### src/rtl/epmd_pkg.sv
// ----------------------------------------------------------------------------
// epmd_pkg: shared definitions for the encoder PID motor drive
// Constants, register indexes, operand types and the encoder phase decode.
// ----------------------------------------------------------------------------
package epmd_pkg;

   // Fixed configuration of the drive.
   localparam int SPEED_WINDOW = 8;
   localparam int PWM_MAX      = 3600;
   localparam int FRICTION_PWM = 200;
   localparam int REF_MV       = 12000;

   localparam int RING_IW = $clog2(SPEED_WINDOW);
   localparam int QUOT_W  = $clog2(PWM_MAX + 1);
   localparam int DIV_CW  = (QUOT_W > 1) ? $clog2(QUOT_W) : 1;

   // Shared multiplier operand widths.
   localparam int MUL_AW = 16;
   localparam int MUL_BW = 34;
   localparam int MUL_PW = 50;

   // Configuration port.
   localparam int CSR_IW = 3;
   localparam int CSR_DW = 20;

   localparam logic [CSR_IW-1:0] CSR_CONTROL_MODE   = 3'd0;
   localparam logic [CSR_IW-1:0] CSR_SPEED_TARGET   = 3'd1;
   localparam logic [CSR_IW-1:0] CSR_MANUAL_COMMAND = 3'd2;
   localparam logic [CSR_IW-1:0] CSR_GAIN_P         = 3'd3;
   localparam logic [CSR_IW-1:0] CSR_GAIN_I         = 3'd4;
   localparam logic [CSR_IW-1:0] CSR_GAIN_D         = 3'd5;
   localparam logic [CSR_IW-1:0] CSR_INTEGRAL_LIMIT = 3'd6;
   localparam logic [CSR_IW-1:0] CSR_SERVO_DIVIDE   = 3'd7;

   // Last direction seen by the encoder, used to bridge a skipped phase.
   localparam logic signed [2:0] DIR_NONE = 3'sd0;
   localparam logic signed [2:0] DIR_UP   = 3'sd2;
   localparam logic signed [2:0] DIR_DOWN = -3'sd2;

   // Operand request for the shared multiplier.
   typedef struct packed {
      logic                     go;
      logic [MUL_AW-1:0]        a;
      logic signed [MUL_BW-1:0] b;
   } mul_op_type;

   // Gray order of the pin pair (B, A): 00, 01, 11, 10.
   function automatic logic [1:0] phase_of_pins(input logic pin_b, input logic pin_a);
      logic [1:0] phase;
      case ({pin_b, pin_a})
         2'b00:   phase = 2'd0;
         2'b01:   phase = 2'd1;
         2'b11:   phase = 2'd2;
         2'b10:   phase = 2'd3;
         default: phase = 2'd0;
      endcase
      return phase;
   endfunction

endpackage

### src/rtl/epmd_mul.sv
// ----------------------------------------------------------------------------
// epmd_mul: shared multiplier of the servo sequencer
// Unsigned by signed product with a registered result.
// ----------------------------------------------------------------------------
module epmd_mul import epmd_pkg::*; (
   input  logic                     clock,
   input  mul_op_type               op,
   output logic signed [MUL_PW-1:0] prod_ff
);

   logic signed [MUL_AW+MUL_BW-1:0] full;
   logic signed [MUL_PW-1:0]        prod_in;

   assign full    = $signed({1'b0, op.a}) * op.b;
   // The magnitude of the product stays below 2^49.
   assign prod_in = $signed(full[MUL_PW-1:0]);

   always_ff @(posedge clock) begin
      if (op.go) begin
         prod_ff <= prod_in;
      end
   end

endmodule

### src/rtl/encoder_pid_motor_drive_top.sv
// ----------------------------------------------------------------------------
// encoder_pid_motor_drive_top: one motor channel with encoder and speed loop
// Quadrature decode, servo tick, ring-based speed, PID and scaled PWM drive.
// ----------------------------------------------------------------------------
// Usage:
// Each transfer on the req_ channel carries one sample of the two encoder pins
// and the supply voltage; the sample is decoded in the cycle it is taken.
// Every servo_divide samples a servo tick runs and exactly one transfer leaves
// on the rsp_ channel; other samples give no result and the next one can
// follow at once.
// A tick holds req_stall high until its result is registered: in speed mode the
// sequencer runs the PID through one shared multiplier, then scales the command
// by REF_MV / supply with a restoring divider that yields one quotient bit per
// cycle into a 12-bit quotient. Direct PWM mode skips six PID steps.
// A saturated drive or a zero command skips the divider.
// The result sits in an output register. New samples are taken while it waits;
// only the end of the next tick waits for the register to be free, so a
// stalled receiver backs up into req_stall only after a second tick.
// Reset is synchronous and active high and restores register defaults and all
// state but supply_ff and datapath registers. req_stall is high and csr_ready
// low during reset; registers must be written while the block is idle.
// ----------------------------------------------------------------------------
module encoder_pid_motor_drive_top import epmd_pkg::*; (
   input  logic               clock,
   input  logic               reset,
   // Sample channel
   input  logic               req_valid,
   output logic               req_stall,
   input  logic               req_pin_a,
   input  logic               req_pin_b,
   input  logic [15:0]        req_supply_mv,
   // Result channel
   output logic               rsp_valid,
   input  logic               rsp_stall,
   output logic [15:0]        rsp_drive_forward,
   output logic [15:0]        rsp_drive_reverse,
   output logic signed [31:0] rsp_speed_now,
   output logic signed [31:0] rsp_position_count,
   output logic [15:0]        rsp_missed_steps,
   // Register write channel
   input  logic               csr_valid,
   output logic               csr_ready,
   input  logic [CSR_IW-1:0]  csr_index,
   input  logic [CSR_DW-1:0]  csr_data
);

   // Sequencer states.
   localparam logic [3:0] ST_IDLE  = 4'd0;
   localparam logic [3:0] ST_SPEED = 4'd1;
   localparam logic [3:0] ST_ERR   = 4'd2;
   localparam logic [3:0] ST_MI    = 4'd3;
   localparam logic [3:0] ST_INT   = 4'd4;
   localparam logic [3:0] ST_P     = 4'd5;
   localparam logic [3:0] ST_D     = 4'd6;
   localparam logic [3:0] ST_SAT   = 4'd7;
   localparam logic [3:0] ST_MAG   = 4'd8;
   localparam logic [3:0] ST_LIM   = 4'd9;
   localparam logic [3:0] ST_CMP   = 4'd10;
   localparam logic [3:0] ST_DIV   = 4'd11;
   localparam logic [3:0] ST_OUT   = 4'd12;

   // Phase differences between two samples.
   localparam logic [1:0] STEP_HOLD = 2'd0;
   localparam logic [1:0] STEP_UP   = 2'd1;
   localparam logic [1:0] STEP_SKIP = 2'd2;
   localparam logic [1:0] STEP_DOWN = 2'd3;

   localparam logic signed [MUL_PW-1:0] CMD_MAX = 50'sh7FFFFFFF;
   localparam logic signed [MUL_PW-1:0] CMD_MIN = -50'sh80000000;
   localparam logic [15:0] PWM_MAX_W  = 16'(PWM_MAX);
   localparam logic [15:0] FRICTION_W = 16'(FRICTION_PWM);

   // Configuration registers.
   logic                   control_mode_ff;
   logic signed [15:0]     speed_target_ff;
   logic signed [16:0]     manual_command_ff;
   logic [9:0]             gain_p_ff;
   logic [9:0]             gain_i_ff;
   logic [9:0]             gain_d_ff;
   logic [19:0]            integral_limit_ff;
   logic [15:0]            servo_divide_ff;

   // Encoder and servo state.
   logic [3:0]             state_ff;
   logic [1:0]             last_phase_ff;
   logic signed [2:0]      last_dir_ff;
   logic [31:0]            position_ff;
   logic [15:0]            error_total_ff;
   logic [15:0]            sample_div_ff;
   logic [31:0]            ring_ff [SPEED_WINDOW];
   logic [RING_IW-1:0]     ring_index_ff;
   logic signed [31:0]     speed_ff;
   logic signed [31:0]     prev_speed_ff;
   logic signed [20:0]     integral_ff;
   logic signed [31:0]     cmd_ff;
   logic [15:0]            supply_ff;

   // Working registers of the sequencer.
   logic signed [33:0]     err_ff;
   logic signed [32:0]     dspd_ff;
   logic signed [MUL_PW-1:0] acc_ff;
   logic [47:0]            numer_ff;
   logic [15:0]            rem_ff;
   logic [QUOT_W-1:0]      quot_ff;
   logic [DIV_CW-1:0]      div_cnt_ff;
   logic [15:0]            mag_ff;

   // Result register.
   logic                   rsp_valid_ff;
   logic [15:0]            rsp_fwd_ff;
   logic [15:0]            rsp_rev_ff;
   logic signed [31:0]     rsp_speed_ff;
   logic signed [31:0]     rsp_pos_ff;
   logic [15:0]            rsp_miss_ff;

   // Combinational helpers.
   logic                   req_accept;
   logic [1:0]             phase_now;
   logic [1:0]             phase_step;
   logic [31:0]            position_in;
   logic signed [2:0]      last_dir_in;
   logic [15:0]            error_total_in;
   logic [15:0]            div_next;
   logic                   servo_tick;
   logic [RING_IW-1:0]     ring_next_idx;
   logic [31:0]            mag_abs;
   logic                   cmd_zero;
   logic signed [50:0]     int_sum;
   logic signed [50:0]     int_lim;
   logic signed [20:0]     integral_in;
   logic [16:0]            div_trial;
   logic                   div_qbit;
   logic [15:0]            rem_in;
   logic [QUOT_W-1:0]      quot_in;
   logic [15:0]            drive_mag;
   logic                   out_free;
   mul_op_type             mul_op;
   logic signed [MUL_PW-1:0] prod;

   epmd_mul u_mul (
      .clock   (clock),
      .op      (mul_op),
      .prod_ff (prod)
   );

   assign req_stall  = reset | (state_ff != ST_IDLE);
   assign req_accept = req_valid & ~req_stall;
   assign csr_ready  = ~reset;
   assign out_free   = ~rsp_valid_ff | ~rsp_stall;

   // Quadrature decode of the incoming sample.
   always_comb begin
      phase_now      = phase_of_pins(req_pin_b, req_pin_a);
      phase_step     = phase_now - last_phase_ff;
      position_in    = position_ff;
      last_dir_in    = last_dir_ff;
      error_total_in = error_total_ff;
      case (phase_step)
         STEP_UP: begin
            position_in = position_ff + 32'd1;
            last_dir_in = DIR_UP;
         end
         STEP_DOWN: begin
            position_in = position_ff - 32'd1;
            last_dir_in = DIR_DOWN;
         end
         STEP_SKIP: begin
            // A skipped phase is bridged with twice the last direction.
            position_in = position_ff + {{29{last_dir_ff[2]}}, last_dir_ff};
            if (error_total_ff != 16'hFFFF) begin
               error_total_in = error_total_ff + 16'd1;
            end
         end
         STEP_HOLD: begin
            position_in = position_ff;
         end
         default: begin
            position_in = position_ff;
         end
      endcase
   end

   assign div_next      = sample_div_ff + 16'd1;
   assign servo_tick    = (div_next >= servo_divide_ff);
   assign ring_next_idx = (ring_index_ff == RING_IW'(SPEED_WINDOW - 1)) ? '0
                                                                        : ring_index_ff + 1'b1;

   assign mag_abs  = cmd_ff[31] ? (~cmd_ff + 32'd1) : cmd_ff;
   assign cmd_zero = (cmd_ff == 32'sd0);

   // Integral update with its symmetric clamp.
   always_comb begin
      int_sum = {{30{integral_ff[20]}}, integral_ff} + {prod[MUL_PW-1], prod};
      int_lim = $signed({31'd0, integral_limit_ff});
      if (int_sum > int_lim) begin
         integral_in = int_lim[20:0];
      end else if (int_sum < -int_lim) begin
         integral_in = 21'(-int_lim);
      end else begin
         integral_in = int_sum[20:0];
      end
   end

   // One restoring division step.
   always_comb begin
      div_trial = {rem_ff, numer_ff[QUOT_W-1]};
      div_qbit  = (div_trial >= {1'b0, supply_ff});
      rem_in    = div_qbit ? 16'(div_trial - {1'b0, supply_ff}) : div_trial[15:0];
      quot_in   = QUOT_W'({quot_ff, div_qbit});
   end

   // Friction lift of a small nonzero duty.
   assign drive_mag = ((mag_ff != 16'd0) && (mag_ff < FRICTION_W)) ? FRICTION_W : mag_ff;

   // Operand selection for the shared multiplier.
   always_comb begin
      mul_op.go = 1'b1;
      mul_op.a  = '0;
      mul_op.b  = '0;
      case (state_ff)
         ST_MI: begin
            mul_op.a = {6'd0, gain_i_ff};
            mul_op.b = err_ff;
         end
         ST_INT: begin
            mul_op.a = {6'd0, gain_p_ff};
            mul_op.b = err_ff;
         end
         ST_P: begin
            mul_op.a = {6'd0, gain_d_ff};
            mul_op.b = {dspd_ff[32], dspd_ff};
         end
         ST_MAG: begin
            mul_op.a = 16'(REF_MV);
            mul_op.b = $signed({2'b00, mag_abs});
         end
         ST_LIM: begin
            mul_op.a = supply_ff;
            mul_op.b = 34'(PWM_MAX + 1);
         end
         default: begin
            mul_op.go = 1'b0;
         end
      endcase
   end

   // Configuration registers.
   always_ff @(posedge clock) begin
      if (reset) begin
         control_mode_ff   <= 1'b0;
         speed_target_ff   <= '0;
         manual_command_ff <= '0;
         gain_p_ff         <= 10'd20;
         gain_i_ff         <= 10'd3;
         gain_d_ff         <= 10'd2;
         integral_limit_ff <= 20'd65535;
         servo_divide_ff   <= 16'd20;
      end else if (csr_valid && csr_ready) begin
         case (csr_index)
            CSR_CONTROL_MODE:   control_mode_ff   <= csr_data[0];
            CSR_SPEED_TARGET:   speed_target_ff   <= $signed(csr_data[15:0]);
            CSR_MANUAL_COMMAND: manual_command_ff <= $signed(csr_data[16:0]);
            CSR_GAIN_P:         gain_p_ff         <= csr_data[9:0];
            CSR_GAIN_I:         gain_i_ff         <= csr_data[9:0];
            CSR_GAIN_D:         gain_d_ff         <= csr_data[9:0];
            CSR_INTEGRAL_LIMIT: integral_limit_ff <= csr_data[19:0];
            CSR_SERVO_DIVIDE:   servo_divide_ff   <= csr_data[15:0];
            default: begin
            end
         endcase
      end
   end

   // Sequencer and servo datapath.
   always_ff @(posedge clock) begin
      if (reset) begin
         state_ff       <= ST_IDLE;
         last_phase_ff  <= 2'd0;
         last_dir_ff    <= DIR_NONE;
         position_ff    <= '0;
         error_total_ff <= '0;
         sample_div_ff  <= '0;
         ring_index_ff  <= '0;
         speed_ff       <= '0;
         prev_speed_ff  <= '0;
         integral_ff    <= '0;
         cmd_ff         <= '0;
         rsp_valid_ff   <= 1'b0;
         for (int i = 0; i < SPEED_WINDOW; i++) begin
            ring_ff[i] <= '0;
         end
      end else begin
         // In ST_OUT the result register is refilled or held below instead.
         if (rsp_valid_ff && !rsp_stall && (state_ff != ST_OUT)) begin
            rsp_valid_ff <= 1'b0;
         end
         case (state_ff)
            ST_IDLE: begin
               if (req_accept) begin
                  last_phase_ff  <= phase_now;
                  last_dir_ff    <= last_dir_in;
                  position_ff    <= position_in;
                  error_total_ff <= error_total_in;
                  supply_ff      <= req_supply_mv;
                  if (servo_tick) begin
                     sample_div_ff           <= '0;
                     ring_ff[ring_index_ff]  <= position_in;
                     ring_index_ff           <= ring_next_idx;
                     state_ff                <= ST_SPEED;
                  end else begin
                     sample_div_ff <= div_next;
                  end
               end
            end
            ST_SPEED: begin
               // The ring index now points at the oldest entry of the window.
               speed_ff      <= $signed(position_ff - ring_ff[ring_index_ff]);
               prev_speed_ff <= speed_ff;
               if (control_mode_ff) begin
                  cmd_ff   <= {{15{manual_command_ff[16]}}, manual_command_ff};
                  state_ff <= ST_MAG;
               end else begin
                  state_ff <= ST_ERR;
               end
            end
            ST_ERR: begin
               err_ff   <= {{18{speed_target_ff[15]}}, speed_target_ff}
                           - {{2{speed_ff[31]}}, speed_ff};
               dspd_ff  <= {speed_ff[31], speed_ff} - {prev_speed_ff[31], prev_speed_ff};
               state_ff <= ST_MI;
            end
            ST_MI: begin
               state_ff <= ST_INT;
            end
            ST_INT: begin
               integral_ff <= integral_in;
               state_ff    <= ST_P;
            end
            ST_P: begin
               acc_ff   <= prod + {{(MUL_PW-21){integral_ff[20]}}, integral_ff};
               state_ff <= ST_D;
            end
            ST_D: begin
               acc_ff   <= acc_ff + prod;
               state_ff <= ST_SAT;
            end
            ST_SAT: begin
               if (acc_ff > CMD_MAX) begin
                  cmd_ff <= 32'sh7FFFFFFF;
               end else if (acc_ff < CMD_MIN) begin
                  cmd_ff <= 32'sh80000000;
               end else begin
                  cmd_ff <= acc_ff[31:0];
               end
               state_ff <= ST_MAG;
            end
            ST_MAG: begin
               state_ff <= ST_LIM;
            end
            ST_LIM: begin
               numer_ff <= prod[47:0];
               state_ff <= ST_CMP;
            end
            ST_CMP: begin
               // The product holds (PWM_MAX + 1) * supply; at or above it the
               // drive saturates, which also covers a supply of zero.
               if (cmd_zero) begin
                  mag_ff   <= '0;
                  state_ff <= ST_OUT;
               end else if (numer_ff >= prod[47:0]) begin
                  mag_ff   <= PWM_MAX_W;
                  state_ff <= ST_OUT;
               end else begin
                  rem_ff     <= numer_ff[QUOT_W+15:QUOT_W];
                  quot_ff    <= '0;
                  div_cnt_ff <= DIV_CW'(QUOT_W - 1);
                  state_ff   <= ST_DIV;
               end
            end
            ST_DIV: begin
               rem_ff     <= rem_in;
               quot_ff    <= quot_in;
               numer_ff   <= numer_ff << 1;
               div_cnt_ff <= div_cnt_ff - 1'b1;
               if (div_cnt_ff == '0) begin
                  mag_ff   <= 16'(quot_in);
                  state_ff <= ST_OUT;
               end
            end
            ST_OUT: begin
               if (out_free) begin
                  rsp_valid_ff <= 1'b1;
                  rsp_fwd_ff   <= (!cmd_ff[31] && !cmd_zero) ? drive_mag : 16'd0;
                  rsp_rev_ff   <= cmd_ff[31] ? drive_mag : 16'd0;
                  rsp_speed_ff <= speed_ff;
                  rsp_pos_ff   <= $signed(position_ff);
                  rsp_miss_ff  <= error_total_ff;
                  state_ff     <= ST_IDLE;
               end
            end
            default: begin
               state_ff <= ST_IDLE;
            end
         endcase
      end
   end

   assign rsp_valid          = rsp_valid_ff;
   assign rsp_drive_forward  = rsp_fwd_ff;
   assign rsp_drive_reverse  = rsp_rev_ff;
   assign rsp_speed_now      = rsp_speed_ff;
   assign rsp_position_count = rsp_pos_ff;
   assign rsp_missed_steps   = rsp_miss_ff;

endmodule
### config.mk
export PLATFORM = sky130hd
export DESIGN_NAME = encoder_pid_motor_drive_top
export DESIGN_NICKNAME = d
export VERILOG_FILES = /design/src/rtl/epmd_pkg.sv /design/src/rtl/epmd_mul.sv /design/src/rtl/encoder_pid_motor_drive_top.sv
export SDC_FILE = /design/constraint.sdc
export NUM_CORES = 2
export LEC_CHECK = 0
export BUFFER_PORTS_ARGS = -buffer_cell sky130_fd_sc_hd__buf_2
export CELL_PAD_IN_SITES_DETAIL_PLACEMENT = 1
export CELL_PAD_IN_SITES_GLOBAL_PLACEMENT = 2
export CORE_MARGIN = 10
export CORE_UTILIZATION = 38
export CTS_BUF_LIST = sky130_fd_sc_hd__clkbuf_16
export CTS_CLUSTER_DIAMETER = 100
export DETAILED_ROUTE_END_ITERATION = 8
export PLACE_DENSITY = 0.85
export SLEW_MARGIN = 40
export SYNTH_ARGS = -nofsm -noshare
export SYNTH_HDL_FRONTEND = slang
export SYNTH_HIERARCHICAL = 1
export SYNTH_SLANG_ARGS = --single-unit
export TNS_END_PERCENT = 10
### constraint.sdc
create_clock -name clock -period 8.87 [get_ports clock]
set_input_delay 0.4435 -clock clock [delete_from_list [all_inputs] [get_ports clock]]
set_output_delay 0.4435 -clock clock [all_outputs]
set_load 0.05 [all_outputs]
==> impl_summary.txt <==
----------------------------------------------------
[GRT]
  Via count of the first global-routing pass ... 60,330
  Global-route wire length before repair ... 361,400 um
  Global-route usage over all layers ... 22.27%
  Number of antenna violations at the first check in global routing ... 9
  Total gr overflow ... 0
  Largest net degree at the start of global routing ... 92

[Final layout]
  Commonest non-fill, non-tap cell in the layout ... nand2_1
  Post-layout net count ... 8,736
  Final-layout fill cell count ... 21,370
  Final Instance Area ... 79,900 um^2
  Final Instance Count excl. Fillers ... 10,260
  Highest-count cells in the layout ignoring fill and taps ... 1,029 x nand2_1, 893 x inv_1, 633 x edfxtp_1, 594 x nor2_1, 519 x fa_1
  Synthesis-to-layout area growth ... 11.16%
  Layout cells sized above 1 ... 8.556%

[Clock tree]
  Root buffer selected by CTS ... clkbuf_16
  Total number of clock tree sinks ... 929
  Clock latency at the later pin of the worst-skew pair ... 0.76 ns
  Max Buffers Root-to-Sink ... 3
  Clock-pin transition on the worst setup and hold timing paths ... 0.07 ns
  TritonCTS buffer count ... 104
  Number of H-tree levels ... 3
  Clock tree from TritonCTS ... yes

[Detailed routing]
  Overall via count from detail_route ... 56,370
  Detail Route Antenna Nets ... 0
  Detailed-routing iteration count for the pre-antenna-repair pass ... 5
  Sum of routed wire length over all layers ... 233,700 um
  Drt via density ... 5.492
  Number of DRC violations after detailed-routing iteration 0 ... 3,606
  Average routed wire per standard cell ... 22.77 um
  Number of DRC violations after detailed routing ... 0

[Synth]
  Top_reg_cell synth ... edfxtp_1
  Cell types occupying the most area after synthesis ... edfxtp_1 26%, fa_1 14%, ha_1 8.7%
  Share of synthesized area occupied by flip-flops and latches ... 34.69%
  EDFF count, synth ... 633
  Ys async rst share ... 0%
  Register bit count reported by yosys ... 929
  Number of instances in the synthesized netlist ... 7,559
  Share of the synthesized area in the top cell type ... 26.45%
  Synthesized area per cell ... 9.509 um^2
  Post-Synthesis Cell Area ... 71,880 um^2
  Cell type with the highest aggregate area in the netlist ... edfxtp_1
  Yosys Warn Count ... 6
  Synth cell types ... 96

[Floorplanning]
  Floorplan die height ... 454.9 um
  Top-level I/O count ... 161
  Width of the chip ... 454.9 um
  Starting utilization of the core area ... 38.23%
  FP Rows ... 159
  Placeable Area ... 188,000 um^2
  Area of the die ... 206,900 um^2

[STA]
  Final Hold Fails ... 0
  Minimum clock period ... 8.525 ns
  Setup violation total in the final timing report ... 0
  Worst-margin pin slew ... 0.9203 ns
  Fin. max-slew vios ... 0
  Highest achievable clock rate ... 117.3 MHz
  Post-route worst setup slack ... 0.3451 ns
  Worst-case headroom to the max-slew limit ... 38.00%
  Hold slack final ... 0.06755 ns
  Largest clock skew in the final design ... 0.07224 ns
  Fin crit share ... 96.11%

[Setup path]
  CP Max Fanout ... 17
  CP most frequent cell ... fa_1
  Sort of element at the start of the critical path ... flop
  Data arrival time of the critical path ... 8.98 ns
  CP endpoint kind ... flop
  Biggest cell delay along the critical path ... 0.57 ns
  Critical-path cell with the highest stage delay ... fa_1
  Type of the worst setup path ... flop to flop
  Req. time, crit path ... 9.33 ns

[Hold path]
  Worst hold path type ... primary input to flop

[Power]
  Leak Pwr ... 33.77 nW
  Power, Total ... 0.01034 W
  Maximum resistive drop on vdd ... 0.1938 mV
  Total power per unit cell area ... 129.4 nW/um^2

[Flow run]
  Max_cap viols ... 0

[Run status]
  Run status ... finished clean

[Place]
  Placed cell count ... 10,040
  Place WS ... 0.04158 ns
  Final HPWL from detailed placement ... 179,200 um
  Global placer's final weighted congestion ... 0.8806
  Placed cell area ... 75,960 um^2
  Port Buffers ... 152

----------------------------------------------------
-- Yosys cell counts, types with 51 or more instances --
cell type  number
nand2b_1       52
nand2_1      1032
mux2i_1        88
fa_1          519
nor3_1         86
dfxtp_1       296
clkbuf_1      307
inv_1         876
nand3_1        90
nor2_1        600
edfxtp_1      633
and2_1        256
a21o_1        152
mux4_2         64
a21oi_1       442
o211ai_1       51
o21ai_0       356
ha_1          502
nand4_1        64
a211oi_1       75
xnor2_1       201
and3_1         51
nor2b_1        60
xor2_1        117
-- stage by stage --
step / util (%) / setup TNS [ns]
2_1_floorplan: - / 0
3_3_place_gp: 40.36 / 0
3_5_place_dp: 40.40 / 0
4_1_cts: 42.40 / 0
5_1_grt: 42.50 / -0.02133
6_report: 42.50 / 0
-- timing repair --
| action | CTS | global route |
|---|---|---|
| hold buffers | 18 | 0 |
| setup endpoints to repair | 0 | 13 |
| endpoints found under the hold margin | 18 | 0 |
| gates resized for setup | 0 | 25 |
| buffers inserted | 0 | 2 |
-- where the power goes --
group / internal (W) / switching [W] / leakage (nW) / total (W)
combinational: 0.000346 / 0.000661 / 23.6 / 0.00101
clock: 0.00258 / 0.00198 / 1.79 / 0.00456
sequential: 0.00469 / 0.0000868 / 8.40 / 0.00477
total: 0.00761 / 0.00273 / 33.8 / 0.0103
-- cells by family (layout without fill, tap and decap cells) --
family | count (synthesis) | count (layout) | share of synthesized area [%]
AOI/OAI and AO/OA | 1469 | 1469 | 12.85
xor gates and xnor gates | 318 | 318 | 3.875
adders and majority gates | 1021 | 1021 | 23.19
buffers and inverters | 1218 | 1413 | 6.456
DFF | 929 | 929 | 34.69
muxes | 173 | 173 | 3.575
other | 1 | 16 | 0.005217
and+or+nand+nor | 2430 | 2430 | 15.35
-- registers in the layout, indices dropped and copies added, names as in the netlist, 17 cells and up, named ones only --
signal              count
ring_ff               256
acc_ff                 50
u_mul/prod_ff          50
numer_ff               48
dspd_ff                33
err_ff                 33
cmd_ff                 32
position_ff            32
prev_speed_ff          32
rsp_position_count     32
rsp_speed_now          32
speed_ff               32
integral_ff            21
integral_limit_ff      20
manual_command_ff      17
-- layer usage --
| layer | GRT usage [%] | wire length, um | part of all wire (%) |
|---|---|---|---|
| met2 | 38.91 | 114700 | 49 |
| met1 | 28.47 | 99330 | 42 |
| met4 | 6.972 | 7962 | 3.4 |
| met3 | 3.043 | 11750 | 5.0 |
| met5 | 0 | 0 | 0 |
-- critical path, delay by kind of cell (launching register included) --
kind	cells	cell delay [ns]
xor+xnor	1	0.10
compound gates	8	1.77
flops	1	0.53
simple gates	5	1.48
fa+ha+maj	7	3.43
buf+inv	6	0.89
-- worst paths after layout --
kind | to | start | slack [ns] | cells past startpoint
worst max register to register | u_mul/prod_ff[49]$_DFFE_PP_ | state_ff[0]$_SDFFE_PP0P_ | 0.35 | 27
worst min-delay path | manual_command_ff[16]$_SDFFE_PP0P_ | csr_data[16] | 0.07 | 3
worst min register to register | prev_speed_ff[6]$_SDFFE_PP0P_ | prev_speed_ff[6]$_SDFFE_PP0P_ | 0.45 | 2
worst max-delay path | u_mul/prod_ff[49]$_DFFE_PP_ | state_ff[0]$_SDFFE_PP0P_ | 0.35 | 27
-- area by class of cell --
cell class | count | area (um^2) | area share [%]
Antenna cell | 8 | 20.02 | 0.02506
Clock buffer | 105 | 2628 | 3.289
Clock inverter | 93 | 940.9 | 1.178
Inverter | 878 | 3296 | 4.125
Multi-Input combinational cell | 5419 | 42650 | 53.38
Sequential cell | 929 | 24940 | 31.22
Tap cell | 2495 | 3122 | 3.907
Timing Repair Buffer | 337 | 2305 | 2.885
No activity file was read; power rests on OpenSTA's default activity.
